[config.mk]
export PLATFORM = sky130hd
export DESIGN_NAME = chunked_transfer_decoder
export DESIGN_NICKNAME = d
export VERILOG_FILES = /design/src/hdl/ctd_pkg.sv /design/src/hdl/chunked_transfer_decoder.sv /design/src/hdl/ctd_step.sv
export SDC_FILE = /design/constraint.sdc
export NUM_CORES = 1
export LEC_CHECK = 0
export BUFFER_PORTS_ARGS = -buffer_cell sky130_fd_sc_hd__buf_2
export CORE_MARGIN = 1.5
export CORE_UTILIZATION = 62
export DETAILED_ROUTE_END_ITERATION = 6
export HOLD_SLACK_MARGIN = 0.12
export PLACE_DENSITY = 0.92
export SLEW_MARGIN = 20
export SYNTH_ARGS = -nofsm -noshare
export SYNTH_HDL_FRONTEND = slang
export SYNTH_SLANG_ARGS = --single-unit
[constraint.sdc]
create_clock -name i_clk -period 11.1 [get_ports i_clk]
set_clock_uncertainty 0.1 [all_clocks]
set_input_delay 1.665 -clock i_clk [delete_from_list [all_inputs] [get_ports i_clk]]
set_output_delay 1.665 -clock i_clk [all_outputs]
set_load 0.01 [all_outputs]
[src/hdl/ctd_pkg.sv]
`default_nettype none

package ctd_pkg;

    localparam int LIMIT_W = 24;

    localparam logic [LIMIT_W-1:0] MAX_TOTAL_RST = 24'd8388608;

    // action codes
    localparam logic [1:0] ACT_BYTE    = 2'd0;
    localparam logic [1:0] ACT_CLOSE   = 2'd1;
    localparam logic [1:0] ACT_RESTART = 2'd2;

    // event codes
    localparam logic [1:0] EV_BYTE     = 2'd0;
    localparam logic [1:0] EV_COMPLETE = 2'd1;
    localparam logic [1:0] EV_ERROR    = 2'd2;

    // error codes
    localparam logic [2:0] ERR_NONE      = 3'd0;
    localparam logic [2:0] ERR_BAD_CHAR  = 3'd1;
    localparam logic [2:0] ERR_EMPTY     = 3'd2;
    localparam logic [2:0] ERR_SIZE_BIG  = 3'd3;
    localparam logic [2:0] ERR_NO_CRLF   = 3'd4;
    localparam logic [2:0] ERR_TOTAL_BIG = 3'd5;
    localparam logic [2:0] ERR_CLOSED    = 3'd6;

    localparam logic [7:0] CHAR_CR   = 8'h0d;
    localparam logic [7:0] CHAR_LF   = 8'h0a;
    localparam logic [7:0] CHAR_SEMI = 8'h3b;
    localparam logic [7:0] CHAR_0    = 8'h30;
    localparam logic [7:0] CHAR_9    = 8'h39;
    localparam logic [7:0] CHAR_LA   = 8'h61;
    localparam logic [7:0] CHAR_LF_A = 8'h66;
    localparam logic [7:0] CHAR_UA   = 8'h41;
    localparam logic [7:0] CHAR_UF   = 8'h46;

    typedef enum logic [2:0] {
        PH_SIZE  = 3'd0,
        PH_EXT   = 3'd1,
        PH_DATA  = 3'd2,
        PH_DCR   = 3'd3,
        PH_DLF   = 3'd4,
        PH_TRAIL = 3'd5,
        PH_FINAL = 3'd6
    } t_phase;

    typedef struct packed {
        t_phase phase;
        logic   saw_digit;
        logic   prev_was_cr;
        logic   line_empty;
    } t_ctl;

    typedef struct packed {
        logic       valid;
        logic [1:0] event_res;
        logic [7:0] payload;
        logic [2:0] error_code;
    } t_result;

    localparam t_ctl CTL_CLEAR = '{
        phase: PH_SIZE, saw_digit: 1'b0, prev_was_cr: 1'b0, line_empty: 1'b1
    };

    // bit 4 set when the byte is a hex digit, low bits hold its value
    function automatic logic [4:0] hex_nibble(input logic [7:0] b);
        logic [7:0] t;
        t = 8'd0;
        if (b >= CHAR_0 && b <= CHAR_9) begin
            t = b - CHAR_0;
            return {1'b1, t[3:0]};
        end else if (b >= CHAR_LA && b <= CHAR_LF_A) begin
            t = b - CHAR_LA + 8'd10;
            return {1'b1, t[3:0]};
        end else if (b >= CHAR_UA && b <= CHAR_UF) begin
            t = b - CHAR_UA + 8'd10;
            return {1'b1, t[3:0]};
        end
        return 5'd0;
    endfunction

endpackage

`default_nettype wire

[src/hdl/chunked_transfer_decoder.sv]
`default_nettype none

// a result is registered and appears on the output in the cycle after its item is taken
// throughput: one item per cycle, limited only by the single output register
// each item is decoded in one pass of ctd_step between the state and result registers
// reset (synchronous, active low) returns to the size line with max_total = 8388608
// restart clears the parse state and keeps max_total

module chunked_transfer_decoder #(
    parameter int COUNT_WIDTH = 24
) (
    input  wire logic                        i_clk,
    input  wire logic                        i_rst_n,
    input  wire logic                        i_in_valid,
    output logic                             o_in_ready,
    input  wire logic [1:0]                  i_action,
    input  wire logic [7:0]                  i_data_byte,
    output logic                             o_out_valid,
    input  wire logic                        i_out_ready,
    output logic [1:0]                       o_event_res,
    output logic [7:0]                       o_payload,
    output logic [2:0]                       o_error_code,
    input  wire logic                        i_cfg_valid,
    output logic                             o_cfg_ready,
    input  wire logic [ctd_pkg::LIMIT_W-1:0] i_cfg_max_total
);
    import ctd_pkg::*;

    localparam logic [32:0] CNT_MASK = (33'd1 << COUNT_WIDTH) - 33'd1;
    localparam logic [LIMIT_W-1:0] RST_LIMIT =
        (33'(MAX_TOTAL_RST) > CNT_MASK) ? CNT_MASK[LIMIT_W-1:0] : MAX_TOTAL_RST;

    t_ctl                   r_ctl;
    t_ctl                   n_ctl;
    logic [COUNT_WIDTH-1:0] r_size_accum;
    logic [COUNT_WIDTH-1:0] n_size_accum;
    logic [COUNT_WIDTH-1:0] r_bytes_left;
    logic [COUNT_WIDTH-1:0] n_bytes_left;
    logic [COUNT_WIDTH-1:0] r_total_out;
    logic [COUNT_WIDTH-1:0] n_total_out;
    logic [LIMIT_W-1:0]     r_limit;
    logic [LIMIT_W-1:0]     n_limit;
    t_result                n_res;
    logic                   r_out_valid;
    logic [1:0]             r_event_res;
    logic [7:0]             r_payload;
    logic [2:0]             r_error_code;
    logic                   in_xfer;

    assign o_in_ready  = !r_out_valid || i_out_ready;
    assign o_cfg_ready = 1'b1;
    assign in_xfer     = i_in_valid && o_in_ready;

    // clamp the written ceiling to what the counters can hold
    assign n_limit = ({9'd0, i_cfg_max_total} > CNT_MASK) ?
        CNT_MASK[LIMIT_W-1:0] : i_cfg_max_total;

    ctd_step #(
        .COUNT_WIDTH(COUNT_WIDTH)
    ) u_step (
        .i_ctl        (r_ctl),
        .i_size_accum (r_size_accum),
        .i_bytes_left (r_bytes_left),
        .i_total_out  (r_total_out),
        .i_limit      (r_limit),
        .i_action     (i_action),
        .i_data_byte  (i_data_byte),
        .o_ctl        (n_ctl),
        .o_size_accum (n_size_accum),
        .o_bytes_left (n_bytes_left),
        .o_total_out  (n_total_out),
        .o_res        (n_res)
    );

    always_ff @(posedge i_clk) begin
        if (!i_rst_n) begin
            r_ctl        <= CTL_CLEAR;
            r_size_accum <= '0;
            r_bytes_left <= '0;
            r_total_out  <= '0;
            r_limit      <= RST_LIMIT;
            r_out_valid  <= 1'b0;
        end else begin
            if (i_cfg_valid) begin
                r_limit <= n_limit;
            end
            if (in_xfer) begin
                r_ctl        <= n_ctl;
                r_size_accum <= n_size_accum;
                r_bytes_left <= n_bytes_left;
                r_total_out  <= n_total_out;
                r_out_valid  <= n_res.valid;
            end else if (i_out_ready) begin
                r_out_valid <= 1'b0;
            end
        end
    end

    always_ff @(posedge i_clk) begin
        if (in_xfer) begin
            r_event_res  <= n_res.event_res;
            r_payload    <= n_res.payload;
            r_error_code <= n_res.error_code;
        end
    end

    assign o_out_valid  = r_out_valid;
    assign o_event_res  = r_event_res;
    assign o_payload    = r_payload;
    assign o_error_code = r_error_code;

    a_final_after_end: assert property (@(posedge i_clk) disable iff (!i_rst_n)
        in_xfer && n_res.valid && n_res.event_res != EV_BYTE |=> r_ctl.phase == PH_FINAL)
        else $error("no final phase after completion or error");

    a_data_has_bytes: assert property (@(posedge i_clk) disable iff (!i_rst_n)
        r_ctl.phase == PH_DATA |-> r_bytes_left != '0)
        else $error("data phase with no bytes left");

    a_byte_no_error: assert property (@(posedge i_clk) disable iff (!i_rst_n)
        r_out_valid && r_event_res == EV_BYTE |-> r_error_code == ERR_NONE)
        else $error("payload transfer carries an error code");

    a_stall_blocks_input: assert property (@(posedge i_clk) disable iff (!i_rst_n)
        r_out_valid && !i_out_ready |-> !o_in_ready)
        else $error("input taken while result is stalled");

endmodule

`default_nettype wire

[src/hdl/ctd_step.sv]
`default_nettype none

module ctd_step #(
    parameter int COUNT_WIDTH = 24
) (
    input  wire ctd_pkg::t_ctl               i_ctl,
    input  wire logic [COUNT_WIDTH-1:0]      i_size_accum,
    input  wire logic [COUNT_WIDTH-1:0]      i_bytes_left,
    input  wire logic [COUNT_WIDTH-1:0]      i_total_out,
    input  wire logic [ctd_pkg::LIMIT_W-1:0] i_limit,
    input  wire logic [1:0]                  i_action,
    input  wire logic [7:0]                  i_data_byte,
    output ctd_pkg::t_ctl                    o_ctl,
    output logic [COUNT_WIDTH-1:0]           o_size_accum,
    output logic [COUNT_WIDTH-1:0]           o_bytes_left,
    output logic [COUNT_WIDTH-1:0]           o_total_out,
    output ctd_pkg::t_result                 o_res
);
    import ctd_pkg::*;

    localparam int CMP_W = ((COUNT_WIDTH > LIMIT_W) ? COUNT_WIDTH : LIMIT_W) + 4;

    logic [4:0]       hex;
    logic [CMP_W-1:0] size_next;
    logic [CMP_W-1:0] lim_ext;
    logic [CMP_W-1:0] total_next;
    logic             size_big;
    logic             total_big;
    logic             is_byte;
    logic             eol;

    assign hex        = hex_nibble(i_data_byte);
    assign lim_ext    = CMP_W'(i_limit);
    assign size_next  = (CMP_W'(i_size_accum) << 4) + CMP_W'(hex[3:0]);
    assign total_next = CMP_W'(i_total_out) + CMP_W'(i_size_accum) + CMP_W'(1);
    assign size_big   = size_next > lim_ext;
    assign total_big  = total_next > lim_ext;
    assign is_byte    = i_action == ACT_BYTE;

    // CRLF that closes the size line, with or without extension
    assign eol = is_byte && i_ctl.prev_was_cr && i_data_byte == CHAR_LF
        && (i_ctl.phase == PH_SIZE || i_ctl.phase == PH_EXT);

    always_comb begin : next_state
        o_ctl        = i_ctl;
        o_size_accum = i_size_accum;
        o_bytes_left = i_bytes_left;
        o_total_out  = i_total_out;
        unique case (i_action)
            ACT_BYTE: begin
                unique case (i_ctl.phase)
                    PH_SIZE: begin
                        if (i_ctl.prev_was_cr) begin
                            if (i_data_byte != CHAR_LF) begin
                                o_ctl.phase = PH_FINAL;
                            end
                        end else if (i_data_byte == CHAR_CR) begin
                            o_ctl.prev_was_cr = 1'b1;
                        end else if (i_data_byte == CHAR_SEMI) begin
                            o_ctl.phase = i_ctl.saw_digit ? PH_EXT : PH_FINAL;
                        end else if (!hex[4] || size_big) begin
                            o_ctl.phase = PH_FINAL;
                        end else begin
                            o_size_accum    = size_next[COUNT_WIDTH-1:0];
                            o_ctl.saw_digit = 1'b1;
                        end
                    end
                    PH_EXT: begin
                        o_ctl.prev_was_cr = i_data_byte == CHAR_CR;
                    end
                    PH_DATA: begin
                        o_bytes_left = i_bytes_left - COUNT_WIDTH'(1);
                        o_total_out  = i_total_out + COUNT_WIDTH'(1);
                        if (i_bytes_left == COUNT_WIDTH'(1)) begin
                            o_ctl.phase = PH_DCR;
                        end
                    end
                    PH_DCR: begin
                        o_ctl.phase = (i_data_byte == CHAR_CR) ? PH_DLF : PH_FINAL;
                    end
                    PH_DLF: begin
                        if (i_data_byte == CHAR_LF) begin
                            o_ctl.phase       = PH_SIZE;
                            o_size_accum      = '0;
                            o_ctl.saw_digit   = 1'b0;
                            o_ctl.prev_was_cr = 1'b0;
                        end else begin
                            o_ctl.phase = PH_FINAL;
                        end
                    end
                    PH_TRAIL: begin
                        if (i_ctl.prev_was_cr && i_data_byte == CHAR_LF) begin
                            if (i_ctl.line_empty) begin
                                o_ctl.phase = PH_FINAL;
                            end else begin
                                o_ctl.line_empty  = 1'b1;
                                o_ctl.prev_was_cr = 1'b0;
                            end
                        end else if (i_data_byte == CHAR_CR) begin
                            if (i_ctl.prev_was_cr) begin
                                o_ctl.line_empty = 1'b0;
                            end
                            o_ctl.prev_was_cr = 1'b1;
                        end else begin
                            o_ctl.line_empty  = 1'b0;
                            o_ctl.prev_was_cr = 1'b0;
                        end
                    end
                    default: ;
                endcase
                if (eol) begin
                    o_ctl.prev_was_cr = 1'b0;
                    if (!i_ctl.saw_digit) begin
                        o_ctl.phase = PH_FINAL;
                    end else if (i_size_accum == '0) begin
                        o_ctl.phase      = PH_TRAIL;
                        o_ctl.line_empty = 1'b1;
                    end else if (total_big) begin
                        o_ctl.phase = PH_FINAL;
                    end else begin
                        o_bytes_left = i_size_accum;
                        o_ctl.phase  = PH_DATA;
                    end
                end
            end
            ACT_CLOSE: begin
                o_ctl.phase = PH_FINAL;
            end
            ACT_RESTART: begin
                o_ctl        = CTL_CLEAR;
                o_size_accum = '0;
                o_bytes_left = '0;
                o_total_out  = '0;
            end
            default: ;
        endcase
    end

    always_comb begin : result
        o_res = '{valid: 1'b0, event_res: EV_BYTE, payload: 8'd0, error_code: ERR_NONE};
        if (is_byte) begin
            unique case (i_ctl.phase)
                PH_SIZE: begin
                    if (i_ctl.prev_was_cr) begin
                        if (i_data_byte != CHAR_LF) begin
                            o_res.error_code = ERR_BAD_CHAR;
                        end
                    end else if (i_data_byte == CHAR_CR) begin
                        o_res.error_code = ERR_NONE;
                    end else if (i_data_byte == CHAR_SEMI) begin
                        if (!i_ctl.saw_digit) begin
                            o_res.error_code = ERR_EMPTY;
                        end
                    end else if (!hex[4]) begin
                        o_res.error_code = ERR_BAD_CHAR;
                    end else if (size_big) begin
                        o_res.error_code = ERR_SIZE_BIG;
                    end
                end
                PH_DATA: begin
                    o_res.valid   = 1'b1;
                    o_res.payload = i_data_byte;
                end
                PH_DCR: begin
                    if (i_data_byte != CHAR_CR) begin
                        o_res.error_code = ERR_NO_CRLF;
                    end
                end
                PH_DLF: begin
                    if (i_data_byte != CHAR_LF) begin
                        o_res.error_code = ERR_NO_CRLF;
                    end
                end
                PH_TRAIL: begin
                    if (i_ctl.prev_was_cr && i_data_byte == CHAR_LF && i_ctl.line_empty) begin
                        o_res.valid     = 1'b1;
                        o_res.event_res = EV_COMPLETE;
                    end
                end
                default: ;
            endcase
            if (eol) begin
                if (!i_ctl.saw_digit) begin
                    o_res.error_code = ERR_EMPTY;
                end else if (i_size_accum != '0 && total_big) begin
                    o_res.error_code = ERR_TOTAL_BIG;
                end
            end
            if (o_res.error_code != ERR_NONE) begin
                o_res.valid     = 1'b1;
                o_res.event_res = EV_ERROR;
            end
        end else if (i_action == ACT_CLOSE && i_ctl.phase != PH_FINAL) begin
            o_res.valid      = 1'b1;
            o_res.event_res  = EV_ERROR;
            o_res.error_code = ERR_CLOSED;
        end
    end

endmodule

`default_nettype wire
==> flow_metrics.py <==
metrics = {
    "place": {
        "placed_cell_area_um2": 9230,
        "post-place-ws_ns": 4.72,
        "dpl.cell_count": 1318,
        "port_buffers": 53,
        "place.gp.congestion": 0.985,
        "hpwl_um": 18300,
    },
    "global_route": {
        "grt_pass1_vias": 8210,
        "overflow": 0,
        "antenna_found_initial": 0,
        "grt_max_degree": 66,
        "grt_pass1_wl_um": 40300,
        "grt_util_all_layers_pct": 33.8,
    },
    "routing": {
        "vias": 9038,
        "drtIter0Drc": 1070,
        "ant_nets": 0,
        "wl_per_cell_um": 18.8,
        "wirelength_um": 25400,
        "via_per_inst": 6.69,
        "firstDrtPassIters": 5,
        "drc": 0,
    },
    "clock_tree": {
        "worstSkewPairLatency_ns": 0.43,
        "cts_buffer_depth": 2,
        "clk_root_buffer_cell": "clkbuf_16",
        "post_cts_buffers": 0,
        "cts_resized": 0,
        "clk_pin_slew_ns": 0.06,
        "cts_max_level": 4,
        "cts.sinks": 116,
        "cts-buffers-inserted": 17,
        "postCtsHoldBufs": 0,
        "cts_tree": "yes",
    },
    "yosys": {
        "synth_area_leaders": "dfxtp_1 23%, ha_1 12%, a21oi_1 5.2%, nor2_1 4.9%, nand2_1 4.4%",
        "synth_top_area_cell": "dfxtp_1",
        "synth_edf_count": 13,
        "yosys_most_used_dff": "dfxtp_1",
        "syn_inst": 1143,
        "ys_ff_latch": 116,
        "synth_top_area_share_pct": 23.0,
        "yosys_warnings": 0,
        "synth_cell_types": 79,
        "avgSynthCellArea_um2": 7.85,
        "syn-num-nets": 1267,
        "synthArstFlopShare_pct": 0,
        "netlist_area_um2": 8970,
        "yosysSeqAreaShare_pct": 27.3,
    },
    "floorplan": {
        "die_x_um": 123,
        "die_height_um": 123,
        "row_count": 43,
        "core_um2": 14000,
        "start_util_pct": 64.2,
        "fp.dieArea_um2": 15200,
        "io_pins": 55,
    },
    "timing": {
        "hold_ws_ns": 0.362,
        "period_share_pct": 58.8,
        "period_needed_ns": 6.52,
        "rsz0062_at_grt": "false",
        "maxSlewHeadroom_pct": 38.9,
        "max_freq_mhz": 153,
        "setup_tns_ns": 0,
        "worst_pin_slew_ns": 0.917,
        "setup_viol": 0,
        "fin_ws_ns": 4.58,
        "maxSlewViolCount": 0,
        "hold_viol": 0,
    },
    "layout": {
        "fill_cells": 1141,
        "final_nets": 1281,
        "area_growth_pct": 9.17,
        "final_layout_size_suffix_gt1_share_pct": 9.23,
        "final_area_um2": 9800,
        "layout_commonest_cell": "nor2_1",
        "layout_common_cells": "117 x nor2_1, 105 x nand2_1, 103 x dfxtp_1",
        "final_core_util_pct": 70.0,
        "fin_cells": 1351,
    },
    "critical_path": {
        "critical_path_buf_inv_count": 1,
        "cp_slowest_cell": "or4_4",
        "crit_required_ns": 11.34,
        "cp-start-kind": "flip-flop",
        "worstPathMaxFanout": 47,
        "path_delay_family": "simple AND/OR/NAND/NOR gates",
        "worstSetupPathType": "reg -> reg",
        "worst_path_largest_cell_delay_ns": 0.58,
        "crit_chain": "ha_1, inv_1, fa_1, nand2b_1, a21o_1, a31oi_4, xnor2_2, or4_4, nor4_4, nand2_1, nor3_1, xnor2_1, ha_1, nand4_1, nor2_1, nand2_1, or4_1, o21a_1, a2111oi_1, mux2_4, mux2_2, o31ai_1",
        "end_kind": "flip-flop",
        "arrival_ns": 6.76,
    },
    "power_and_ir_drop": {
        "power_mw": 1.12,
        "power_density_nw_per_um2": 114,
        "leakagePower_nw": 4.08,
        "ir_drop_mv": 0.109,
    },
    "status": {
        "status": "completed",
    },
    "hold_path": {
        "hp-class": "reg -> reg",
    },
    "run": {
        "drv_cap": 0,
    },
}
synthesized netlist by cell type, types with 8 or more instances:
master	count
clkbuf_1	47
nand2_1	105
o2bb2ai_1	12
edfxtp_1	13
nor3_1	30
o21ai_0	37
a21oi_1	93
xnor2_1	25
xor2_1	28
mux2i_1	29
inv_1	48
nand3_1	61
nor4_1	24
a21o_1	18
or3_1	9
buf_2	10
a211oi_1	8
and2_1	8
nand2b_1	9
nor2b_1	9
or4_1	9
o31ai_1	20
and3_1	22
nor2_1	117
ha_1	84
o21a_1	9
a31oi_1	16
o211ai_1	9
dfxtp_1	103
nand4_1	31
power by group:
| group | total, mW | internal, mW | switching [mW] |
|---|---|---|---|
| sequential | 0.451 | 0.438 | 0.0127 |
| combinational | 0.141 | 0.0515 | 0.0893 |
| clock | 0.526 | 0.318 | 0.207 |
sequential cells by signal (all words and copies together) (netlist names):
signal        count
o_event_res       2
o_payload         8
r_total_out      24
r_ctl             6
r_limit          24
r_size_accum     24
r_bytes_left     24
o_out_valid       1
o_error_code      3
layout make-up:
cell class	instances	area (µm²)	share of cell area, %
diodes	1	2.50	0.0255
clock buffers	20	457	4.66
clock inverters	12	104	1.06
inverters	48	180	1.84
multi-input cells	918	6090	62.1
flip-flops and latches	116	2450	25.0
well taps	180	225	2.30
repair buffers	56	288	2.94
per-layer routing:
layer / part of all wire [%] / vias to the layer above / wire (µm) / global-route usage (%)
li1: - / 4239 / - / -
met1: 43 / 4189 / 10800 / 44.6
met2: 44 / 490 / 11200 / 51.7
met3: 8.6 / 120 / 2180 / 7.15
met4: 4.6 / 0 / 1170 / 18.2
met5: 0 / - / 0 / 0
path summary, 6_finish.rpt:
path,cells past startpoint,endpoint,slack [ns],startpoint
min,1,r_bytes_left[12]$_SDFFE_PN0P_,0.36,r_bytes_left[12]$_SDFFE_PN0P_
max reg2reg,22,r_bytes_left[23]$_SDFFE_PN0P_,4.58,r_size_accum[0]$_SDFFE_PN0P_
min reg2reg,1,r_bytes_left[12]$_SDFFE_PN0P_,0.36,r_bytes_left[12]$_SDFFE_PN0P_
max,22,r_bytes_left[23]$_SDFFE_PN0P_,4.58,r_size_accum[0]$_SDFFE_PN0P_
kinds of logic after synthesis:
logic type | Yosys count | share of synthesized area (%)
multiplexers | 32 | 3.65
flip-flops | 116 | 27.3
AO/OA/AOI/OAI | 278 | 20.4
buffers and inverters | 109 | 4.82
adder cells (fa/ha/maj) | 85 | 11.9
XOR/XNOR | 54 | 5.35
other | 1 | 0.0418
AND/OR/NAND/NOR | 468 | 26.5
worst register-to-register path, cell delays in order, from the launching register on:
cell and delay, ns:
dfxtp_1 0.45, ha_1 0.25, inv_1 0.07, fa_1 0.39, nand2b_1 0.21, a21o_1 0.25, a31oi_4 0.24, xnor2_2 0.14
or4_4 0.58, nor4_4 0.33, nand2_1 0.21, nor3_1 0.27, xnor2_1 0.10, ha_1 0.31, nand4_1 0.11, nor2_1 0.16
nand2_1 0.10, or4_1 0.47, o21a_1 0.17, a2111oi_1 0.39, mux2_4 0.55, mux2_2 0.41, o31ai_1 0.19
Note: power is estimated with default switching activity, not from simulation.
